[config.mk]
export PLATFORM = sky130hd
export DESIGN_NAME = bra_div
export DESIGN_NICKNAME = d
export VERILOG_FILES = /design/src/rtl/bra_pkg.sv /design/src/rtl/bra_div.sv
export SDC_FILE = /design/constraint.sdc
export NUM_CORES = 1
export LEC_CHECK = 0
export BUFFER_PORTS_ARGS = -buffer_cell sky130_fd_sc_hd__buf_2
export CORE_MARGIN = 1.5
export CORE_UTILIZATION = 33
export CTS_CLUSTER_DIAMETER = 100
export DETAILED_ROUTE_END_ITERATION = 8
export PLACE_DENSITY = 0.6
export SYNTH_ARGS = -nofsm -noshare
export SYNTH_HDL_FRONTEND = slang
export SYNTH_SLANG_ARGS = --single-unit
[constraint.sdc]
create_clock -name aclk -period 4.85 [get_ports aclk]
set_clock_uncertainty 0.1 [all_clocks]
set_input_delay 0.97 -clock aclk [delete_from_list [all_inputs] [get_ports aclk]]
set_output_delay 0.97 -clock aclk [all_outputs]
set_load 0.03 [all_outputs]
[src/rtl/bra_pkg.sv]
// Package for the barometric relative altitude block: constants, state
// codes, rounding helper and the log2 / exp2 interpolation tables.
// No dependencies; used by every module under rtl.
package bra_pkg;

    // fixed point layout
    localparam int FRAC_BITS     = 16;
    localparam int LQ            = 28;
    localparam int TBL_BITS      = 8;
    localparam int TABLE_ENTRIES = 1 << TBL_BITS;
    localparam int H_SHIFT       = LQ + 16 - FRAC_BITS;

    // field widths
    localparam int P_W    = 17;
    localparam int W_W    = 17;
    localparam int H_W    = 31;
    localparam int S_W    = 32;
    localparam int QUO_W  = LQ + 2;
    localparam int MUL_W  = 33;
    localparam int PROD_W = 2 * MUL_W;

    // divider
    localparam int DIV_STEPS = QUO_W;
    localparam int DIV_CNT_W = $clog2(DIV_STEPS);

    // constants
    localparam logic [P_W-1:0]    P_MIN     = 17'd30000;
    localparam logic [P_W-1:0]    P_MAX     = 17'd110000;
    localparam logic [W_W-1:0]    W_ONE     = 17'd65536;
    localparam logic [W_W-1:0]    W_RESET   = 17'd1311;
    localparam logic signed [MUL_W-1:0] EXPO_Q28  = 33'sd51073335;
    localparam logic signed [MUL_W-1:0] SCALE_Q16 = 33'sd2905261343;
    localparam logic signed [PROD_W-1:0] H_MAX = 66'sd1073741823;
    localparam logic signed [PROD_W-1:0] H_MIN = -66'sd1073741824;
    localparam logic [63:0] LN2_Q30 = 64'd744261118;

    // input kind and register map
    localparam logic MODE_SAMPLE  = 1'b0;
    localparam logic MODE_CAPTURE = 1'b1;
    localparam logic REG_WEIGHT   = 1'b0;

    // sequencer states
    typedef enum logic [3:0] {
        S_IDLE,
        S_DIV,
        S_NORM,
        S_LMUL,
        S_LSUM,
        S_YMUL,
        S_YRND,
        S_EMUL,
        S_ESUM,
        S_HMUL,
        S_HRND,
        S_AMUL1,
        S_AMUL2,
        S_ASUM,
        S_ARND,
        S_OUT
    } state_t;

    typedef logic [31:0] rom_t [0:TABLE_ENTRIES];

    // log2(1 + i/N) in Q28 by repeated squaring
    function automatic rom_t build_log_rom();
        rom_t rom;
        logic [63:0] v;
        logic [63:0] r;
        for (int i = 0; i <= TABLE_ENTRIES; i++) begin
            v = ((64'(TABLE_ENTRIES) + 64'(i)) << 30) / TABLE_ENTRIES;
            r = '0;
            if (v >= (64'd2 << 30)) begin
                rom[i] = 32'd1 << LQ;
            end else begin
                for (int k = 0; k < LQ + 1; k++) begin
                    v = (v * v) >> 30;
                    r = r << 1;
                    if (v >= (64'd2 << 30)) begin
                        v = v >> 1;
                        r = r | 64'd1;
                    end
                end
                rom[i] = 32'((r + 64'd1) >> 1);
            end
        end
        return rom;
    endfunction

    // 2^(i/N) in Q28 by series of exp
    function automatic rom_t build_exp_rom();
        rom_t rom;
        logic [63:0] x;
        logic [63:0] term;
        logic [63:0] sum;
        for (int i = 0; i <= TABLE_ENTRIES; i++) begin
            x = (64'(i) * LN2_Q30 + 64'(TABLE_ENTRIES / 2)) / TABLE_ENTRIES;
            term = 64'd1 << 30;
            sum = term;
            for (int k = 1; k < 25; k++) begin
                term = ((term * x) >> 30) / 64'(k);
                sum = sum + term;
            end
            rom[i] = 32'((sum + 64'd2) >> 2);
        end
        return rom;
    endfunction

    localparam rom_t LOG_ROM = build_log_rom();
    localparam rom_t EXP_ROM = build_exp_rom();

    // round half away from zero, then shift right
    function automatic logic signed [PROD_W-1:0] round_shift(
        input logic signed [PROD_W-1:0] v,
        input int sh
    );
        logic [PROD_W-1:0] u;
        logic [PROD_W-1:0] half;
        half = {{(PROD_W-1){1'b0}}, 1'b1} << (sh - 1);
        u = v[PROD_W-1] ? PROD_W'(-v) : PROD_W'(v);
        u = (u + half) >> sh;
        return v[PROD_W-1] ? -$signed(u) : $signed(u);
    endfunction

endpackage

[src/rtl/bra_div.sv]
// Restoring divider for the pressure ratio (p << LQ) / base, one quotient
// bit a cycle. Depends on bra_pkg.
module bra_div import bra_pkg::*; (
    input  logic             aclk,
    input  logic             aresetn,
    input  logic             start,
    input  logic [P_W-1:0]   dividend,
    input  logic [P_W-1:0]   divisor,
    output logic             busy,
    output logic             done,
    output logic [QUO_W-1:0] quotient
);

    logic [P_W-1:0]       rem_reg, rem_next;
    logic [QUO_W-1:0]     q_reg, q_next;
    logic [DIV_CNT_W-1:0] cnt_reg;
    logic                 busy_reg, done_reg;
    logic [P_W:0]         cand;
    logic                 ge;

    // one trial subtraction
    always_comb begin
        cand     = {rem_reg, q_reg[QUO_W-1]};
        ge       = cand >= {1'b0, divisor};
        rem_next = ge ? P_W'(cand - {1'b0, divisor}) : cand[P_W-1:0];
        q_next   = {q_reg[QUO_W-2:0], ge};
    end

    // control
    always_ff @(posedge aclk) begin
        if (!aresetn) begin
            busy_reg <= 1'b0;
            done_reg <= 1'b0;
            cnt_reg  <= '0;
        end else begin
            done_reg <= 1'b0;
            if (start) begin
                busy_reg <= 1'b1;
                cnt_reg  <= '0;
            end else if (busy_reg) begin
                cnt_reg <= cnt_reg + 1'b1;
                if (cnt_reg == DIV_CNT_W'(DIV_STEPS - 1)) begin
                    busy_reg <= 1'b0;
                    done_reg <= 1'b1;
                end
            end
        end
    end

    // remainder and quotient shift
    always_ff @(posedge aclk) begin
        if (start) begin
            rem_reg <= {2'b00, dividend[P_W-1:2]};
            q_reg   <= {dividend[1:0], {LQ{1'b0}}};
        end else if (busy_reg) begin
            rem_reg <= rem_next;
            q_reg   <= q_next;
        end
    end

    assign busy     = busy_reg;
    assign done     = done_reg;
    assign quotient = q_reg;

endmodule

==> flow_metrics.env, run 1 <==
export IMPL_worstSetupEndpointType="register"
export IMPL_crit_family="compound AO/OA/AOI/OAI gates"
export IMPL_hold_path_class="register to register"
export IMPL_numCtsBuffers=5
export IMPL_grt_max_degree=48
export IMPL_largest_family_of_logic_cells_by_synthesized_area="compound AO/OA/AOI/OAI gates"
export IMPL_synth_async_sr_flop_share_pct=0
export IMPL_insertion_delay_ps=320
export IMPL_dr_pass1_iters=4
export IMPL_regToRegStartpoint="quotient[29]"
export IMPL_largest_register_ff_count=30
export IMPL_synth_xor_area_share_pct=4.680
export IMPL_placeableCoreArea_sq_um=9284
export IMPL_die_y_um=101.2
export IMPL_track_usage_pct=14.34
export IMPL_synth_top_cell_area_share_pct=23.28
export IMPL_slew_viol_final=0
export IMPL_synth_compound_area_share_pct=16.91
export IMPL_worst_slew_pin_transition_ps=1032
export IMPL_first_pass_grt_wire_length_mm=11.86
export IMPL_number_of_fillers_in_the_final_layout=970
export IMPL_setup_tns_final_ps=0
export IMPL_synthMuxAreaShare_pct=9.123
export IMPL_topRoutingLayerUsed="met5"
export IMPL_count_of_mapped_cells_out_of_synthesis=352
export IMPL_cp_buffers_inverters=2
export IMPL_worst_endpoint_arrival_ps=3130
export IMPL_postSynth_topFlopCell="sky130_fd_sc_hd__dfxtp_1"
export IMPL_grt_setup_unrepaired="false"
export IMPL_min_delay_worst_endpoint="cnt_reg[1]"
export IMPL_route_met3_wl_um=555
export IMPL_synth_seq_area_share_pct=39.32
export IMPL_synthesis_area_sq_um=3182
export IMPL_outcome="finished clean"
export IMPL_worstReg2RegEnd="rem_reg[1]"
export IMPL_report_final_hold_viol_count=0
export IMPL_top_level_ports=69
export IMPL_tritoncts="yes"
export IMPL_crit_required_ps=4810
export IMPL_insertedDiodeCount=0
export IMPL_route_detailed_wl_per_inst_um=13.43
export IMPL_finalNetCount=469
export IMPL_detail_route_drc_violations=0
export IMPL_num_rows=35
export IMPL_number_of_global_route_vias_before_repair=2509
export IMPL_power_per_cell_area_nw_per_um2=364.1
export IMPL_crit_path_start_kind="primary input"
export IMPL_die_width_um=101.2
export IMPL_p_r_area_growth_vs_syn_pct=16.67
export IMPL_cts_repair_resize_count=0
export IMPL_wl_met2_mm=3.246
export IMPL_dp_hpwl_mm=5.287
export IMPL_crit_path_top_delay_cell="sky130_fd_sc_hd__fa_1"
export IMPL_synth_enable_flop_cells=17
export IMPL_drive_above_1_share_pct=22.03
export IMPL_place_port_buffers=68
export IMPL_cpPeakStageDelay_ps=390
export IMPL_placed_cells=534
export IMPL_drt_total_wl_mm=7.278
export IMPL_cts_max_level=2
export IMPL_total_leakage_power_nw=1.711
export IMPL_ctsHoldBuffers=0
export IMPL_max_freq_mhz=315.4
export IMPL_regToRegSetupSlack_ps=1910
export IMPL_reg2reg_depth=11
export IMPL_starting_drc_count_in_detailed_routing=75
export IMPL_totalPowerFinal_w=0.001352
export IMPL_cts_buffer_depth=2
export IMPL_routed_via_density=4.875
export IMPL_synth_most_common_cell="sky130_fd_sc_hd__nor2_1"
export IMPL_setup_cp_type="primary input to register"
export IMPL_yosys_area_share_adder_pct=8.101
export IMPL_remaining_max_slew_budget_at_the_tightest_pin_pct=31.21
export IMPL_ys_seq_elements=54
export IMPL_setup_worst_path_start="divisor[0]"
export IMPL_ys_top_cells_by_count="sky130_fd_sc_hd__nor2_1 (57), sky130_fd_sc_hd__nand2_1 (38), sky130_fd_sc_hd__dfxtp_1 (37)"
export IMPL_antenna_found_initial=1
export IMPL_comb_power_share_pct=39.0
export IMPL_synthesis_area_per_instance_sq_um=9.039
export IMPL_clockRootBuffer="sky130_fd_sc_hd__clkbuf_8"
export IMPL_syn_num_nets=409
export IMPL_netlist_top_cell_by_area="sky130_fd_sc_hd__dfxtp_1"
export IMPL_pwr_share_seq_pct=40.4
export IMPL_net_switching_power_w=0.0005111
export IMPL_clkSinkCount=54
export IMPL_clk_pin_slew_ps=110
export IMPL_min_delay_path_depth=2
export IMPL_cp_cell_sequence="buf_2 -> ha_1 -> inv_1 -> fa_1 -> a21o_1 -> a221oi_2 -> nand3_1 -> nand3_2 -> o21a_4 -> mux2i_1 -> o21ai_0"
export IMPL_sum_of_overflow_across_all_layers_after_global_routing=0
export IMPL_report_final_setup_viol=0
export IMPL_final_cells=542
export IMPL_switching_share_pct=37.81
export IMPL_num_vias=2642
export IMPL_max_vdd_ir_drop_mv=0.1578
export IMPL_synth_top_cells_by_area="sky130_fd_sc_hd__dfxtp_1 (23%), sky130_fd_sc_hd__edfxtp_1 (16%), sky130_fd_sc_hd__mux2i_1 (9.1%)"
export IMPL_residual_antenna_violating_net_count_after_detailed_routing=0
export IMPL_timing_max_cap_violations=0
export IMPL_timing_final_crit_share_pct=65.38
export IMPL_intPower_w=0.0008407
export IMPL_synth_simple_gate_area_share_pct=16.59
export IMPL_post_route_min_period_ps=3171
export IMPL_globalplace_congestion=0.7872
export IMPL_path_max_fanout=13
export IMPL_power_frac_clock_pct=20.6
export IMPL_yosysUniqueCellTypes=52
export IMPL_dieArea_sq_um=10240
export IMPL_ys_warn_count=0
export IMPL_cts_repair_timing_setup_buffer_count=0
export IMPL_met1_wl_mm=3.398
export IMPL_worstHoldStart="cnt_reg[1]"
export IMPL_floorplan_initialDensity_pct=34.27
==> final cells by class <==
type                    instances  area (sq um)  share of cell area (%)
well taps                     129         161.4                   4.348
multi-input cells             258          1763                   47.49
flip-flops and latches         54          1252                   33.74
inverters                      24         90.09                   2.427
clock inverters                 3         28.78                  0.7752
repair buffers                 69         347.8                   9.370
clock buffers                   5         68.82                   1.854
==> worst register-to-register path, delay by kind of cell (launching register included) <==
family	cells	cell delay [ps]
AO/OA/AOI/OAI	4	910
adder cells (fa/ha/maj)	2	540
buffers and inverters	2	130
flip-flops	1	440
multiplexers	1	230
AND/OR/NAND/NOR	2	340
==> power by group through the flow <==
stage          combinational (W)  sequential, W  clock [W]
2_1_floorplan           0.000433       0.000546          0
3_3_place_gp            0.000515       0.000557          0
3_5_place_dp            0.000524       0.000557          0
4_1_cts                 0.000527       0.000546   0.000289
5_1_grt                 0.000584       0.000552   0.000304
6_report                0.000527       0.000546   0.000279
==> cell usage in the layout, fill, tap and decap left out, types with 13 or more instances in the layout <==
master                     netlist  routed
sky130_fd_sc_hd__mux2i_1        29      29
sky130_fd_sc_hd__edfxtp_1       17      17
sky130_fd_sc_hd__inv_1          24      24
sky130_fd_sc_hd__a21oi_1        13      13
sky130_fd_sc_hd__nor2_1         57      57
sky130_fd_sc_hd__dfxtp_1        37      36
sky130_fd_sc_hd__buf_2           2      68
sky130_fd_sc_hd__ha_1           19      19
sky130_fd_sc_hd__nand2_1        38      38
==> layer usage <==
metal	up-vias	track usage, %
li1	1345	-
met1	1218	18.44
met2	68	24.01
met3	9	4.486
met4	2	2.564
met5	-	0
==> worst max path at each step <==
stage                   to  slack [ps]  cells past startpoint
6_report        rem_reg[1]        1680                     11
5_1_grt         rem_reg[1]        1590                     11
4_1_cts         rem_reg[1]        1670                     11
3_5_place_dp    rem_reg[1]        1320                     11
3_3_place_gp    rem_reg[1]        1440                     11
2_1_floorplan  rem_reg[12]        1750                     10
==> through the flow <==
stage	util (%)	worst slack [ps]	instance area [sq um]	hold WS [ps]
after CTS	39.99	1672	3712	424.4
final	39.99	1679	3712	425.7
after detailed placement	38.94	1323	3615	405.3
after global routing	39.99	1586	3712	458.8
after global placement	38.94	1445	3615	397.6
after floorplan	-	1747	3182	360.2
==> cells by family after synthesis <==
group                      count (synthesis)
and+or+nand+nor                          122
AOI/OAI and AO/OA                         70
DFF                                       54
buffers and inverters                     40
muxes                                     29
adders and majority gates                 20
xor gates and xnor gates                  17
(Power assumes the default switching activity.)
==> run 2: changes to the inputs <==
clock period = 3.1 ns   (was 4.85 ns; I/O delays follow)
==> run 2 against run 1 <==
Highest routed layer unchanged. Count of clock-buffer cells in the layout did not move. Final area rose by 1.6%. Largest power group is now combinational cells. Register-to-register slack lost 1600 ps.
==> flow_metrics.env, run 2 (synthesized netlist as in run 1, its figures left out) <==
export IMPL_crit_path_start_kind="register"
export IMPL_num_vias=2683
export IMPL_timing_final_crit_share_pct=91.38
export IMPL_hold_path_class="register to register"
export IMPL_largest_register_ff_count=30
export IMPL_insertion_delay_ps=320
export IMPL_setup_cp_type="register to register"
export IMPL_intPower_w=0.001355
export IMPL_tritoncts="yes"
export IMPL_place_port_buffers=68
export IMPL_cts_buffer_depth=2
export IMPL_post_route_min_period_ps=2833
export IMPL_cts_max_level=2
export IMPL_antenna_found_initial=1
export IMPL_insertedDiodeCount=0
export IMPL_drive_above_1_share_pct=23.15
export IMPL_clk_pin_slew_ps=110
export IMPL_dieArea_sq_um=10240
export IMPL_residual_antenna_violating_net_count_after_detailed_routing=0
export IMPL_remaining_max_slew_budget_at_the_tightest_pin_pct=48.78
export IMPL_pwr_share_seq_pct=39.2
export IMPL_worst_endpoint_arrival_ps=2780
export IMPL_max_vdd_ir_drop_mv=0.2399
export IMPL_switching_share_pct=37.23
export IMPL_die_y_um=101.2
export IMPL_totalPowerFinal_w=0.002159
export IMPL_placeableCoreArea_sq_um=9284
export IMPL_clkSinkCount=54
export IMPL_route_detailed_wl_per_inst_um=13.36
export IMPL_floorplan_initialDensity_pct=34.27
export IMPL_number_of_fillers_in_the_final_layout=964
export IMPL_slew_viol_final=0
export IMPL_sum_of_overflow_across_all_layers_after_global_routing=0
export IMPL_ctsHoldBuffers=0
export IMPL_outcome="finished clean"
export IMPL_starting_drc_count_in_detailed_routing=127
export IMPL_post_place_setup_slack_ps=33.66
export IMPL_drt_total_wl_mm=7.322
export IMPL_mostFrequentLayoutCells="sky130_fd_sc_hd__buf_2 (68), sky130_fd_sc_hd__nor2_1 (57), sky130_fd_sc_hd__nand2_1 (38), sky130_fd_sc_hd__dfxtp_1 (36), sky130_fd_sc_hd__mux2i_1 (29)"
export IMPL_p_r_area_growth_vs_syn_pct=18.48
export IMPL_die_width_um=101.2
export IMPL_dp_hpwl_mm=5.553
export IMPL_power_frac_clock_pct=20.0
export IMPL_max_freq_mhz=353.0
export IMPL_num_rows=35
export IMPL_post_dp_cell_area_sq_um=3672
export IMPL_crit_required_ps=3050
export IMPL_comb_power_share_pct=40.8
export IMPL_numCtsBuffers=5
export IMPL_grt_setup_unrepaired="false"
export IMPL_finalNetCount=475
export IMPL_report_final_hold_viol_count=0
export IMPL_report_final_setup_viol=0
export IMPL_final_critical_path_setup_slack_ps=267.4
export IMPL_clockRootBuffer="sky130_fd_sc_hd__clkbuf_8"
export IMPL_number_of_global_route_vias_before_repair=2632
export IMPL_timing_max_cap_violations=0
export IMPL_total_leakage_power_nw=1.746
export IMPL_track_usage_pct=14.97
export IMPL_worstSetupEndpointType="register"
export IMPL_top_level_ports=69
export IMPL_setup_tns_final_ps=0
export IMPL_routed_via_density=4.896
export IMPL_layout_cells_most_common="sky130_fd_sc_hd__buf_2"
export IMPL_worst_slew_pin_transition_ps=767.5
export IMPL_globalplace_congestion=0.8220
export IMPL_post_route_cell_area_sq_um=3770
export IMPL_net_switching_power_w=0.0008037
export IMPL_detail_route_drc_violations=0
export IMPL_grt_max_degree=44
export IMPL_first_pass_grt_wire_length_mm=12.25
export IMPL_power_per_cell_area_nw_per_um2=572.6
export IMPL_dr_pass1_iters=4
export IMPL_path_max_fanout=5
[run 2: power by group through the flow]
stage	Sequential, W	Combinational, W	Clock, W
after global routing	0.000855	0.000990	0.000472
final	0.000847	0.000880	0.000431
after detailed placement	0.000864	0.000880	0
after floorplan	0.000854	0.000677	0
after global placement	0.000862	0.000866	0
after CTS	0.000847	0.000884	0.000441
[run 2: layer usage]
layer  track usage [%]  part of all wire, %
met1             19.13                   45
met2             24.47                   45
met3             4.555                  7.6
met4             4.380                  1.9
met5                 0                0.096
[run 2: area by class of cell]
cell class	instances	area (sq um)	share of cell area, %
Tap cell	129	161.4	4.281
Sequential cell	54	1252	33.22
Multi-Input combinational cell	258	1763	46.76
Clock buffer	5	68.82	1.825
Timing Repair Buffer	75	405.4	10.75
Inverter	24	90.09	2.390
Clock inverter	3	28.78	0.7634
[run 2: repair_timing]
action,CTS,global route
setup buffers,0,0
endpoints found under the setup margin,0,1
gates resized for setup,0,1
[run 2: worst paths after layout]
kind | start | endpoint | slack, ps | depth (start not counted)
worst max-delay path | quotient[29] | rem_reg[1] | 270 | 11
worst max register to register | quotient[29] | rem_reg[1] | 270 | 11
worst min-delay path | cnt_reg[3] | done | 420 | 2
worst min register to register | cnt_reg[3] | done | 420 | 2
[run 2: per-stage QoR]
| stage | util [%] | std cells | hold slack [ps] |
|---|---|---|---|
| detailed placement | 39.56 | 540 | 405.0 |
| CTS | 40.61 | 548 | 422.2 |
| finish | 40.61 | 548 | 418.1 |
| global route | 40.61 | 548 | 411.0 |
| global placement | 39.56 | 540 | 397.8 |
| floorplan | - | 352 | 360.2 |
[run 2: worst max-delay path, stage by stage (launching register included)]
cell,delay [ps]
sky130_fd_sc_hd__edfxtp_1,440
sky130_fd_sc_hd__inv_1,80
sky130_fd_sc_hd__ha_1,150
sky130_fd_sc_hd__inv_1,50
sky130_fd_sc_hd__fa_1,400
sky130_fd_sc_hd__a21o_1,220
sky130_fd_sc_hd__a221oi_2,350
sky130_fd_sc_hd__nand3_1,140
sky130_fd_sc_hd__nand3_2,180
sky130_fd_sc_hd__o21a_4,170
sky130_fd_sc_hd__mux2i_1,210
sky130_fd_sc_hd__o21ai_0,90
